File: config.mk
export PLATFORM = sky130hd
export DESIGN_NAME = snapshot_marker_node
export DESIGN_NICKNAME = d
export VERILOG_FILES = /design/src/design/snm_pkg.sv /design/src/design/snm_ram.sv /design/src/design/snapshot_marker_node.sv
export VERILOG_INCLUDE_DIRS = /design/src /design/src/design
export SDC_FILE = /design/constraint.sdc
export NUM_CORES = 2
export LEC_CHECK = 0
export BUFFER_PORTS_ARGS = -buffer_cell sky130_fd_sc_hd__buf_2
export CAP_MARGIN = 20
export CORE_UTILIZATION = 47
export CTS_BUF_LIST = sky130_fd_sc_hd__clkbuf_4
export DETAILED_ROUTE_END_ITERATION = 12
export GPL_ROUTABILITY_DRIVEN = 0
export PLACE_DENSITY_LB_ADDON = 0.08
export SYNTH_ARGS = -nofsm -noshare
export SYNTH_HDL_FRONTEND = slang
export SYNTH_SLANG_ARGS = --single-unit
File: constraint.sdc
create_clock -name clock -period 6.42 [get_ports clock]
set_input_delay 0.642 -clock clock [delete_from_list [all_inputs] [get_ports clock]]
set_output_delay 0.642 -clock clock [all_outputs]
set_load 0.03 [all_outputs]
File: src/design/snapshot_marker_node_defines.svh
// assertion macros shared by the snapshot marker node rtl
// no dependencies; expects signals named clock and reset where used
`ifndef SNAPSHOT_MARKER_NODE_DEFINES_SVH
`define SNAPSHOT_MARKER_NODE_DEFINES_SVH

// consequent must hold in the same cycle as the antecedent
`define SNM_ASSERT_HOLDS(label, ante, cons, msg) \
   label: assert property (@(posedge clock) disable iff (reset) (ante) |-> (cons)) \
      else $error(msg);

// consequent must hold in the cycle after the antecedent
`define SNM_ASSERT_NEXT(label, ante, cons, msg) \
   label: assert property (@(posedge clock) disable iff (reset) (ante) |=> (cons)) \
      else $error(msg);

`endif

File: src/design/snm_pkg.sv
// shared types and codes of the snapshot marker node
// no dependencies
`timescale 1ns / 1ps

package snm_pkg;

   localparam int LANE_W     = 16;
   localparam int CLK_PACK_W = 64;
   localparam int MARK_W     = 3;
   localparam int CSR_IDX_W  = 1;
   localparam int CSR_DATA_W = 8;

   localparam logic [1:0] CMD_DATA   = 2'd0;
   localparam logic [1:0] CMD_MARKER = 2'd1;
   localparam logic [1:0] CMD_START  = 2'd2;
   localparam logic [1:0] CMD_UNUSED = 2'd3;

   localparam logic [2:0] KIND_UPDATE   = 3'd0;
   localparam logic [2:0] KIND_MARKER   = 3'd1;
   localparam logic [2:0] KIND_RECORDED = 3'd2;
   localparam logic [2:0] KIND_MESSAGE  = 3'd3;
   localparam logic [2:0] KIND_IGNORED  = 3'd4;

   localparam logic [CSR_IDX_W-1:0] CSR_NODE_ID    = 1'b0;
   localparam logic [CSR_IDX_W-1:0] CSR_SNAP_LIMIT = 1'b1;

   typedef struct packed {
      logic [1:0]            command;
      logic [1:0]            source;
      logic [CLK_PACK_W-1:0] msg_clock;
   } req_type;

   typedef struct packed {
      logic [2:0]            kind;
      logic [1:0]            peer;
      logic [CLK_PACK_W-1:0] clock_value;
      logic                  last;
      logic                  finished;
      logic [7:0]            snapshot_total;
   } rsp_type;

endpackage

File: src/design/snm_ram.sv
// generic single-port-write, single-port-read ram with registered read data
// no dependencies
`timescale 1ns / 1ps

module snm_ram #(
   parameter int WIDTH = 64,
   parameter int DEPTH = 64
) (
   input  logic                                      clock,
   input  logic                                      wr_en,
   input  logic [((DEPTH > 1) ? $clog2(DEPTH) : 1)-1:0] wr_addr,
   input  logic [WIDTH-1:0]                          wr_data,
   input  logic                                      rd_en,
   input  logic [((DEPTH > 1) ? $clog2(DEPTH) : 1)-1:0] rd_addr,
   output logic [WIDTH-1:0]                          rd_data
);

   logic [WIDTH-1:0] mem_ff [DEPTH];
   logic [WIDTH-1:0] rd_data_ff;

   always_ff @(posedge clock) begin
      if (wr_en) begin
         mem_ff[wr_addr] <= wr_data;
      end
      if (rd_en) begin
         rd_data_ff <= mem_ff[rd_addr];
      end
   end

   assign rd_data = rd_data_ff;

endmodule

File: src/design/snapshot_marker_node.sv
// channel  | handshake          | payload
// req_     | req_valid/req_stall | req_type: command, source, msg_clock
// rsp_     | rsp_valid/rsp_stall | rsp_type: kind, peer, clock_value, last, finished, total
// csr_     | csr_we             | csr_index, csr_wdata (node_id, snapshot_limit)
// data message or ignored item: accept, then load of the result register once rsp_stall allows
// start or first marker: accept, then one marker a cycle from a peer sequencer while rsp_stall is low
// completion dump: the recorded clock, then a store ram read and an output per stored message,
// with empty channels passed over ahead of the last message; req_stall stays high meanwhile
// reset is synchronous; the message store has no reset and needs no clearing pass
// rsp_stall holds the sequencer; a pending result sits in the output register
// top level of the snapshot marker node; uses snm_pkg, snm_ram and the macro header
`timescale 1ns / 1ps
`include "snapshot_marker_node_defines.svh"

module snapshot_marker_node
   import snm_pkg::*;
#(
   parameter int NODES         = 4,
   parameter int CHANNEL_DEPTH = 16,
   parameter int CLOCK_BITS    = 16
) (
   input  logic                  clock,
   input  logic                  reset,
   input  logic                  req_valid,
   output logic                  req_stall,
   input  req_type               req_data,
   output logic                  rsp_valid,
   input  logic                  rsp_stall,
   output rsp_type               rsp_data,
   input  logic                  csr_we,
   input  logic [CSR_IDX_W-1:0]  csr_index,
   input  logic [CSR_DATA_W-1:0] csr_wdata
);

   localparam int CH_W        = $clog2(NODES);
   localparam int FILL_W      = $clog2(CHANNEL_DEPTH + 1);
   localparam int STORE_DEPTH = NODES * CHANNEL_DEPTH;
   localparam int ADDR_W      = (STORE_DEPTH > 1) ? $clog2(STORE_DEPTH) : 1;

   typedef enum logic [5:0] {
      ST_IDLE  = 6'b000001,
      ST_ONE   = 6'b000010,
      ST_MARK  = 6'b000100,
      ST_DCLK  = 6'b001000,
      ST_DSCAN = 6'b010000,
      ST_DOUT  = 6'b100000
   } state_type;

   typedef logic [NODES-1:0][CLOCK_BITS-1:0] vclock_type;
   typedef logic [NODES-1:0][FILL_W-1:0]     fill_type;

   state_type                state_ff, state_in;
   logic [1:0]               node_id_ff;
   logic [7:0]               limit_ff;
   vclock_type               live_ff, live_in;
   vclock_type               rclk_ff, rclk_in;
   logic [NODES-1:0]         rec_ff, rec_in;
   logic                     active_ff, active_in;
   logic [MARK_W-1:0]        cnt_ff, cnt_in;
   fill_type                 fill_ff, fill_in;
   logic [7:0]               completed_ff, completed_in;
   logic                     stopped_ff, stopped_in;
   logic                     fin_ff, fin_in;
   logic [CH_W-1:0]          peer_ff, peer_in;
   logic [CH_W-1:0]          ch_ff, ch_in;
   logic [FILL_W-1:0]        ent_ff, ent_in;
   logic [2:0]               pend_kind_ff, pend_kind_in;
   logic [CLK_PACK_W-1:0]    pend_clock_ff, pend_clock_in;
   logic                     rsp_valid_ff;
   rsp_type                  rsp_data_ff;

   logic                     req_accept;
   logic                     out_free;
   logic [CH_W-1:0]          me;
   logic [CH_W-1:0]          last_peer;
   logic [CH_W-1:0]          src_idx;
   logic                     src_ok;
   logic                     ignore;
   vclock_type               merged;
   logic                     any_fill;
   logic                     later_fill;
   logic [MARK_W-1:0]        cnt_next;
   logic [7:0]               completed_next;

   logic                     emit;
   logic [2:0]               emit_kind;
   logic [1:0]               emit_peer;
   logic [CLK_PACK_W-1:0]    emit_clock;
   logic                     emit_last;

   logic                     ram_we;
   logic [ADDR_W-1:0]        ram_waddr;
   logic [CLK_PACK_W-1:0]    ram_wdata;
   logic                     ram_re;
   logic [ADDR_W-1:0]        ram_raddr;
   logic [CLK_PACK_W-1:0]    ram_rdata;

   function automatic logic [CLK_PACK_W-1:0] pack_clock(input vclock_type c);
      logic [CLK_PACK_W-1:0] v;
      v = '0;
      for (int i = 0; i < NODES; i++) begin
         v[LANE_W*i +: CLOCK_BITS] = c[i];
      end
      return v;
   endfunction

   function automatic logic [CLK_PACK_W-1:0] clean_clock(input logic [CLK_PACK_W-1:0] m);
      logic [CLK_PACK_W-1:0] v;
      v = '0;
      for (int i = 0; i < NODES; i++) begin
         v[LANE_W*i +: CLOCK_BITS] = m[LANE_W*i +: CLOCK_BITS];
      end
      return v;
   endfunction

   snm_ram #(
      .WIDTH (CLK_PACK_W),
      .DEPTH (STORE_DEPTH)
   ) u_store (
      .clock   (clock),
      .wr_en   (ram_we),
      .wr_addr (ram_waddr),
      .wr_data (ram_wdata),
      .rd_en   (ram_re),
      .rd_addr (ram_raddr),
      .rd_data (ram_rdata)
   );

   assign req_stall  = (state_ff != ST_IDLE);
   assign req_accept = req_valid && !req_stall;
   assign out_free   = !rsp_valid_ff || !rsp_stall;

   // an out-of-range node_id acts as the highest node
   assign me        = (int'(node_id_ff) < NODES) ? node_id_ff[CH_W-1:0] : CH_W'(NODES - 1);
   assign last_peer = (int'(me) == NODES - 1) ? CH_W'(NODES - 2) : CH_W'(NODES - 1);
   assign src_ok    = int'(req_data.source) < NODES;
   assign src_idx   = req_data.source[CH_W-1:0];

   assign ignore = stopped_ff || (req_data.command == CMD_UNUSED)
      || ((req_data.command != CMD_START) && !src_ok)
      || ((req_data.command == CMD_START) && active_ff)
      || ((req_data.command == CMD_MARKER)
          && ((src_idx == me) || (active_ff && !rec_ff[src_idx])));

   // element-wise max, then own entry ticks and wraps
   always_comb begin
      logic [CLOCK_BITS-1:0] lane;
      lane = '0;
      for (int i = 0; i < NODES; i++) begin
         lane      = req_data.msg_clock[LANE_W*i +: CLOCK_BITS];
         merged[i] = (lane > live_ff[i]) ? lane : live_ff[i];
      end
      merged[me] = merged[me] + CLOCK_BITS'(1);
   end

   always_comb begin
      any_fill   = 1'b0;
      later_fill = 1'b0;
      for (int i = 0; i < NODES; i++) begin
         if (fill_ff[i] != '0) begin
            any_fill = 1'b1;
            if (i > int'(ch_ff)) begin
               later_fill = 1'b1;
            end
         end
      end
   end

   // a marker on a fresh round counts the local start as well
   assign cnt_next       = active_ff ? (cnt_ff + MARK_W'(1)) : MARK_W'(2);
   assign completed_next = (completed_ff == 8'hFF) ? completed_ff : (completed_ff + 8'd1);

   assign ram_waddr = ADDR_W'(int'(src_idx) * CHANNEL_DEPTH + int'(fill_ff[src_idx]));
   assign ram_wdata = clean_clock(req_data.msg_clock);
   assign ram_raddr = ADDR_W'(int'(ch_ff) * CHANNEL_DEPTH + int'(ent_ff));

   always_comb begin
      state_in      = state_ff;
      live_in       = live_ff;
      rclk_in       = rclk_ff;
      rec_in        = rec_ff;
      active_in     = active_ff;
      cnt_in        = cnt_ff;
      fill_in       = fill_ff;
      completed_in  = completed_ff;
      stopped_in    = stopped_ff;
      fin_in        = fin_ff;
      peer_in       = peer_ff;
      ch_in         = ch_ff;
      ent_in        = ent_ff;
      pend_kind_in  = pend_kind_ff;
      pend_clock_in = pend_clock_ff;
      ram_we        = 1'b0;
      ram_re        = 1'b0;
      emit          = 1'b0;
      emit_kind     = KIND_IGNORED;
      emit_peer     = '0;
      emit_clock    = '0;
      emit_last     = 1'b0;

      unique case (state_ff)
         ST_IDLE: begin
            if (req_accept) begin
               if (ignore) begin
                  pend_kind_in  = KIND_IGNORED;
                  pend_clock_in = '0;
                  state_in      = ST_ONE;
               end else begin
                  unique case (req_data.command)
                     CMD_DATA: begin
                        live_in = merged;
                        if (rec_ff[src_idx] && (fill_ff[src_idx] < FILL_W'(CHANNEL_DEPTH))) begin
                           ram_we           = 1'b1;
                           fill_in[src_idx] = fill_ff[src_idx] + FILL_W'(1);
                        end
                        pend_kind_in  = KIND_UPDATE;
                        pend_clock_in = pack_clock(merged);
                        state_in      = ST_ONE;
                     end
                     CMD_START, CMD_MARKER: begin
                        if (!active_ff) begin
                           active_in   = 1'b1;
                           rclk_in     = live_ff;
                           live_in[me] = live_ff[me] + CLOCK_BITS'(1);
                           fill_in     = '0;
                           for (int i = 0; i < NODES; i++) begin
                              rec_in[i] = (i != int'(me));
                           end
                        end
                        fin_in  = 1'b0;
                        peer_in = '0;
                        if (req_data.command == CMD_START) begin
                           cnt_in   = MARK_W'(1);
                           state_in = ST_MARK;
                        end else begin
                           rec_in[src_idx] = 1'b0;
                           cnt_in          = cnt_next;
                           if (int'(cnt_next) >= NODES) begin
                              active_in    = 1'b0;
                              cnt_in       = '0;
                              rec_in       = '0;
                              completed_in = completed_next;
                              stopped_in   = (completed_next >= limit_ff);
                              fin_in       = 1'b1;
                           end
                           if (!active_ff) begin
                              state_in = ST_MARK;
                           end else if (int'(cnt_next) >= NODES) begin
                              state_in = ST_DCLK;
                           end else begin
                              state_in = ST_IDLE;
                           end
                        end
                     end
                     default: begin
                        state_in = ST_IDLE;
                     end
                  endcase
               end
            end
         end
         ST_ONE: begin
            if (out_free) begin
               emit       = 1'b1;
               emit_kind  = pend_kind_ff;
               emit_clock = pend_clock_ff;
               emit_last  = 1'b1;
               state_in   = ST_IDLE;
            end
         end
         ST_MARK: begin
            // own slot is skipped without a transaction
            if ((peer_ff == me) || out_free) begin
               if (peer_ff != me) begin
                  emit      = 1'b1;
                  emit_kind = KIND_MARKER;
                  emit_peer = 2'(peer_ff);
                  emit_last = (peer_ff == last_peer) && !fin_ff;
               end
               if (int'(peer_ff) == NODES - 1) begin
                  state_in = fin_ff ? ST_DCLK : ST_IDLE;
               end else begin
                  peer_in = peer_ff + CH_W'(1);
               end
            end
         end
         ST_DCLK: begin
            if (out_free) begin
               emit       = 1'b1;
               emit_kind  = KIND_RECORDED;
               emit_clock = pack_clock(rclk_ff);
               emit_last  = !any_fill;
               ch_in      = '0;
               ent_in     = '0;
               state_in   = any_fill ? ST_DSCAN : ST_IDLE;
            end
         end
         ST_DSCAN: begin
            if (ent_ff < fill_ff[ch_ff]) begin
               ram_re   = 1'b1;
               state_in = ST_DOUT;
            end else if (int'(ch_ff) == NODES - 1) begin
               fill_in  = '0;
               state_in = ST_IDLE;
            end else begin
               ch_in  = ch_ff + CH_W'(1);
               ent_in = '0;
            end
         end
         ST_DOUT: begin
            if (out_free) begin
               emit       = 1'b1;
               emit_kind  = KIND_MESSAGE;
               emit_peer  = 2'(ch_ff);
               emit_clock = ram_rdata;
               emit_last  = ((ent_ff + FILL_W'(1)) == fill_ff[ch_ff]) && !later_fill;
               ent_in     = ent_ff + FILL_W'(1);
               if (emit_last) begin
                  fill_in  = '0;
                  state_in = ST_IDLE;
               end else begin
                  state_in = ST_DSCAN;
               end
            end
         end
         default: begin
            state_in = ST_IDLE;
         end
      endcase
   end

   always_ff @(posedge clock) begin
      if (reset) begin
         state_ff     <= ST_IDLE;
         node_id_ff   <= 2'd0;
         limit_ff     <= 8'd5;
         live_ff      <= '0;
         rclk_ff      <= '0;
         rec_ff       <= '0;
         active_ff    <= 1'b0;
         cnt_ff       <= '0;
         fill_ff      <= '0;
         completed_ff <= 8'd0;
         stopped_ff   <= 1'b0;
         fin_ff       <= 1'b0;
         peer_ff      <= '0;
         ch_ff        <= '0;
         ent_ff       <= '0;
         rsp_valid_ff <= 1'b0;
      end else begin
         state_ff     <= state_in;
         live_ff      <= live_in;
         rclk_ff      <= rclk_in;
         rec_ff       <= rec_in;
         active_ff    <= active_in;
         cnt_ff       <= cnt_in;
         fill_ff      <= fill_in;
         completed_ff <= completed_in;
         stopped_ff   <= stopped_in;
         fin_ff       <= fin_in;
         peer_ff      <= peer_in;
         ch_ff        <= ch_in;
         ent_ff       <= ent_in;
         if (emit) begin
            rsp_valid_ff <= 1'b1;
         end else if (!rsp_stall) begin
            rsp_valid_ff <= 1'b0;
         end
         if (csr_we) begin
            unique case (csr_index)
               CSR_NODE_ID:    node_id_ff <= csr_wdata[1:0];
               CSR_SNAP_LIMIT: limit_ff   <= csr_wdata;
               default:        limit_ff   <= limit_ff;
            endcase
         end
      end
   end

   // payload registers, no reset
   always_ff @(posedge clock) begin
      pend_kind_ff  <= pend_kind_in;
      pend_clock_ff <= pend_clock_in;
      if (emit) begin
         rsp_data_ff.kind           <= emit_kind;
         rsp_data_ff.peer           <= emit_peer;
         rsp_data_ff.clock_value    <= emit_clock;
         rsp_data_ff.last           <= emit_last;
         rsp_data_ff.finished       <= stopped_ff;
         rsp_data_ff.snapshot_total <= completed_ff;
      end
   end

   assign rsp_valid = rsp_valid_ff;
   assign rsp_data  = rsp_data_ff;

   `SNM_ASSERT_HOLDS(a_active_count, active_ff, (cnt_ff != '0) && (int'(cnt_ff) < NODES), "marker count out of range in an active round")
   `SNM_ASSERT_HOLDS(a_idle_count, !active_ff, cnt_ff == '0, "marker count left over outside a round")
   `SNM_ASSERT_NEXT(a_stopped_sticky, stopped_ff, stopped_ff, "stopped node restarted")
   `SNM_ASSERT_NEXT(a_total_monotone, 1'b1, completed_ff >= $past(completed_ff), "snapshot total went down")
   `SNM_ASSERT_HOLDS(a_dump_idle_in, (state_ff == ST_DSCAN) || (state_ff == ST_DOUT), !active_ff && !req_accept, "transaction taken or round open during dump")

endmodule

==> out/summary.txt <==
Net count after synthesis: 8359
Max Cap Violations: 0
Internal power: 46100 µW
Clk Latency, worst-skew pair: 1.75 ns
Critical path endpoint category: flop
Pleak: 0.0629 µW
Worst hold-check path type: input port to flop
Worst r2r dst: live_ff[28]
Die H: 615 µm
Period utilization: 0.861
Wire per inst: 37.8 µm
Die Span X: 615 µm
Seq cells post-synth: 4496
Final hold viol count: 0
Pre-CTS setup slack: 0.971 ns
Net count, final: 9761
TNS Setup: 0 ns
Maximum clock frequency: 181 MHz
# setup viols final: 0
Detail Placement HPWL: 319000 µm
Vias in the first global route: 97500
First-pass GRT wire length: 786000 µm
H-tree depth: 7
Worst rel slew slack: 0.149
Syn Area/Cell: 21.6 µm²
Utilization after layout: 0.542
Die footprint: 378000 µm²
TritonRoute pass-1 iters: 6
Critical path peak fanout: 7
Status: finished clean
Worst-path clk slew: 0.08 ns
Slew Limit Fails: 0
Async SR Flop Fraction: 0
Yosys warning total: 0
Post-DRT Antenna Nets: 0
Maximum VDD drop: 186 µV
Worst Tran Pin Value: 1.27 ns
Most area-consuming cells after synthesis: edfxtp_1, mux4_2, dfxtp_1, nand2_1, clkbuf_1
Flop pwr share: 0.546
# IOs: 163
GR Util All Layers: 0.308
CTS tree: yes
Post-Route Skew: 0.122 ns
Reg2Reg Depth: 18
DRC: 0
Routed vias/inst: 6.38
CP startpoint: live_ff[14]
Core ar.: 373000 µm²
Initial antenna violation count: 48
# rows: 224
Cell accounting for the most synthesized area: edfxtp_1
Distinct cells, synth: 100
Pwr dens: 293 nW/µm²
Critical Path AT: 7.13 ns
Reg2Reg Setup Slack: 0.89 ns
R2R Path Start: live_ff[14]
Share of the synthesized area in the top cell type: 0.732
Initial Util: 0.473
Num CTS Buffers: 1232
Syn Std Cell Area: 176000 µm²
Post-CTS resize count: 0
DR vias: 97500
Share of layout cells above drive strength 1: 0.371
RSZ-0062 raised after global routing: false
Minimum clock period: 5.53 ns
Number of fillers in the final layout: 29100
Critical path type: flop to flop
Number of flops mapped to enable cells by yosys: 4304
Final worst slack: 0.892 ns
Logic gate share of total power: 0.036
Switching power: 13200 µW
Port Buffers: 162
Critical path capture point: live_ff[28]
Syn Inst Count: 8183
Clk sinks: 4496
Pin count of the biggest net entering global routing: 139
Sw Ratio: 0.223
Layout area overhead: 14.6%
Root Driver: clkbuf_4
Final wirelength: 579000 µm
CTS Buffer Depth: 5
Prevailing post-synth register cell: edfxtp_1
Clock network power share: 0.418
Remaining Overflow, GRT: 0
1st-iter DRT viols: 13200
Sequential element share of the synthesized area: 0.754
Startpoint types: flop
Critical Path RT: 8.02 ns
[cell families (layout without fill, tap and decap cells)]
group | after synthesis | count (layout) | synth area share
fa+ha+maj | 94 | 94 | 0.00666
other cells | 0 | 23 | 0
simple gates | 957 | 957 | 0.0241
xor+xnor | 48 | 48 | 0.00253
compound gates | 618 | 618 | 0.0229
mux | 1415 | 1415 | 0.178
flops | 4496 | 4496 | 0.754
buf+inv | 555 | 2671 | 0.0120
[state kept, by name, summed over array words and instances (netlist names), 4 cells and up]
register         flops
u_store.mem_ff    4096
fill_ff             20
rclk_ff             64
pend_clock_ff       64
rsp_data            79
rec_ff               4
limit_ff             8
state_ff             6
ent_ff               5
live_ff             64
completed_ff         8
u_store.rd_data     64
[layer usage]
layer,part of all wire,vias up,global-route usage
li1,-,38000,-
met1,0.39,52500,0.414
met2,0.47,5871,0.476
met3,0.10,1108,0.0808
met4,0.042,16,0.133
met5,0.00018,-,0
[synth_stat cells (all sizes together), types with 8 or more instances]
cell type and instances:
nor3 40, o31ai 9, xor2 17, nand2 404, and3 12, nand3b 8, nor2b 21, inv 94
a21oi 189, nor4 17, mux2i 37, dfxtp 192, o221ai 19, nor2 302, a221oi 14, or3 13
o21a 10, or2 9, xnor2 31, nand4 27, edfxtp 4304, o22ai 16, nand3 46, and2 17
buf 145, clkbuf 315, a22oi 90, o211ai 35, o21ai 101, mux4 1372, a31oi 39, or4 12
a211oi 34, nand2b 16, ha 94
[final cells by class]
cell class              instances  area [µm²]  area share
diodes                         23        57.6    0.000285
inverters                      95         357     0.00176
clock inverters               202        1460     0.00724
well taps                    4972        6220      0.0308
repair buffers                628        6050      0.0299
multi-input cells            3132       41900       0.207
flip-flops and latches       4496      133000       0.658
clock buffers                1746       13100      0.0648
[cells in the final DEF, fill, tap and decap left out, types with 16 or more instances in the layout]
master / instances
nor3_1: 40
ha_1: 92
and2_1: 17
clkinv_1: 137
o21ai_0: 97
buf_2: 162
inv_1: 93
a211oi_1: 33
nor2_1: 230
mux2i_1: 37
xor2_1: 16
buf_12: 110
nand4_1: 26
edfxtp_1: 4304
nand2_1: 401
a22oi_1: 89
inv_2: 21
o22ai_1: 16
clkbuf_4: 1746
nor2b_1: 19
a31oi_1: 37
dlygate4sd3_1: 121
dfxtp_1: 186
mux4_2: 1372
nor2_4: 69
nand3_1: 44
a21oi_1: 188
bufinv_16: 25
o211ai_1: 35
xnor2_1: 29
o221ai_1: 19
diode_2: 23
buf_4: 231
[stage by stage]
| stage | instances | hold WS [ns] | total power (µW) | cell area [µm²] |
|---|---|---|---|---|
| floorplan | 8183 | 0.432 | 33800 | 176000 |
| CTS | 15300 | 0.0385 | 59800 | 202000 |
| detailed placement | 13200 | 0.448 | 35000 | 186000 |
| global placement | 13200 | 0.445 | 35000 | 186000 |
| global route | 15300 | 0.111 | 61500 | 202000 |
| finish | 15300 | 0.236 | 59400 | 202000 |
[worst min-delay path by stage]
stage	to	start	slack (ns)	cells after the start
floorplan	rsp_data[8]	stopped_ff	0.43	0
global placement	rclk_ff[18]	rclk_ff[18]	0.44	2
detailed placement	rclk_ff[8]	rclk_ff[8]	0.45	2
CTS	u_store.mem_ff[18][13]	req_data[13]	0.04	3
global route	rsp_data[78]	rsp_stall	0.11	4
finish	u_store.mem_ff[2][27]	req_data[27]	0.24	3
[power by group through the flow]
| stage | sequential, µW | combinational (µW) | clock, µW |
|---|---|---|---|
| floorplan | 33000 | 873 | 0 |
| global placement | 33000 | 1930 | 0 |
| detailed placement | 33000 | 1970 | 0 |
| CTS | 32400 | 2040 | 25400 |
| global route | 32400 | 2210 | 26800 |
| finish | 32400 | 2120 | 24800 |
[what timing repair did]
item                                    in CTS  in global routing
endpoints found under the hold margin     4364                  0
buffers inserted                             0                  0
hold buffers                               122                  0
endpoints found under the setup margin       0                  0
[critical path, stage by stage (launching register included)]
cell and delay (ns):
dfxtp_1 0.61, inv_1 0.10, ha_1 0.33, nand4_1 0.39, or2_1 0.41, a211o_1 0.32
a31oi_4 0.30, mux2i_1 0.17, a22oi_1 0.49, o211ai_1 0.26, inv_1 0.13, ha_1 0.19
nand3_1 0.13, nor4_4 0.40, nand4_1 0.18, xnor2_1 0.48, buf_4 0.26, o21ai_0 0.13
a21oi_1 0.20
Note: power is estimated with default switching activity, not from simulation.
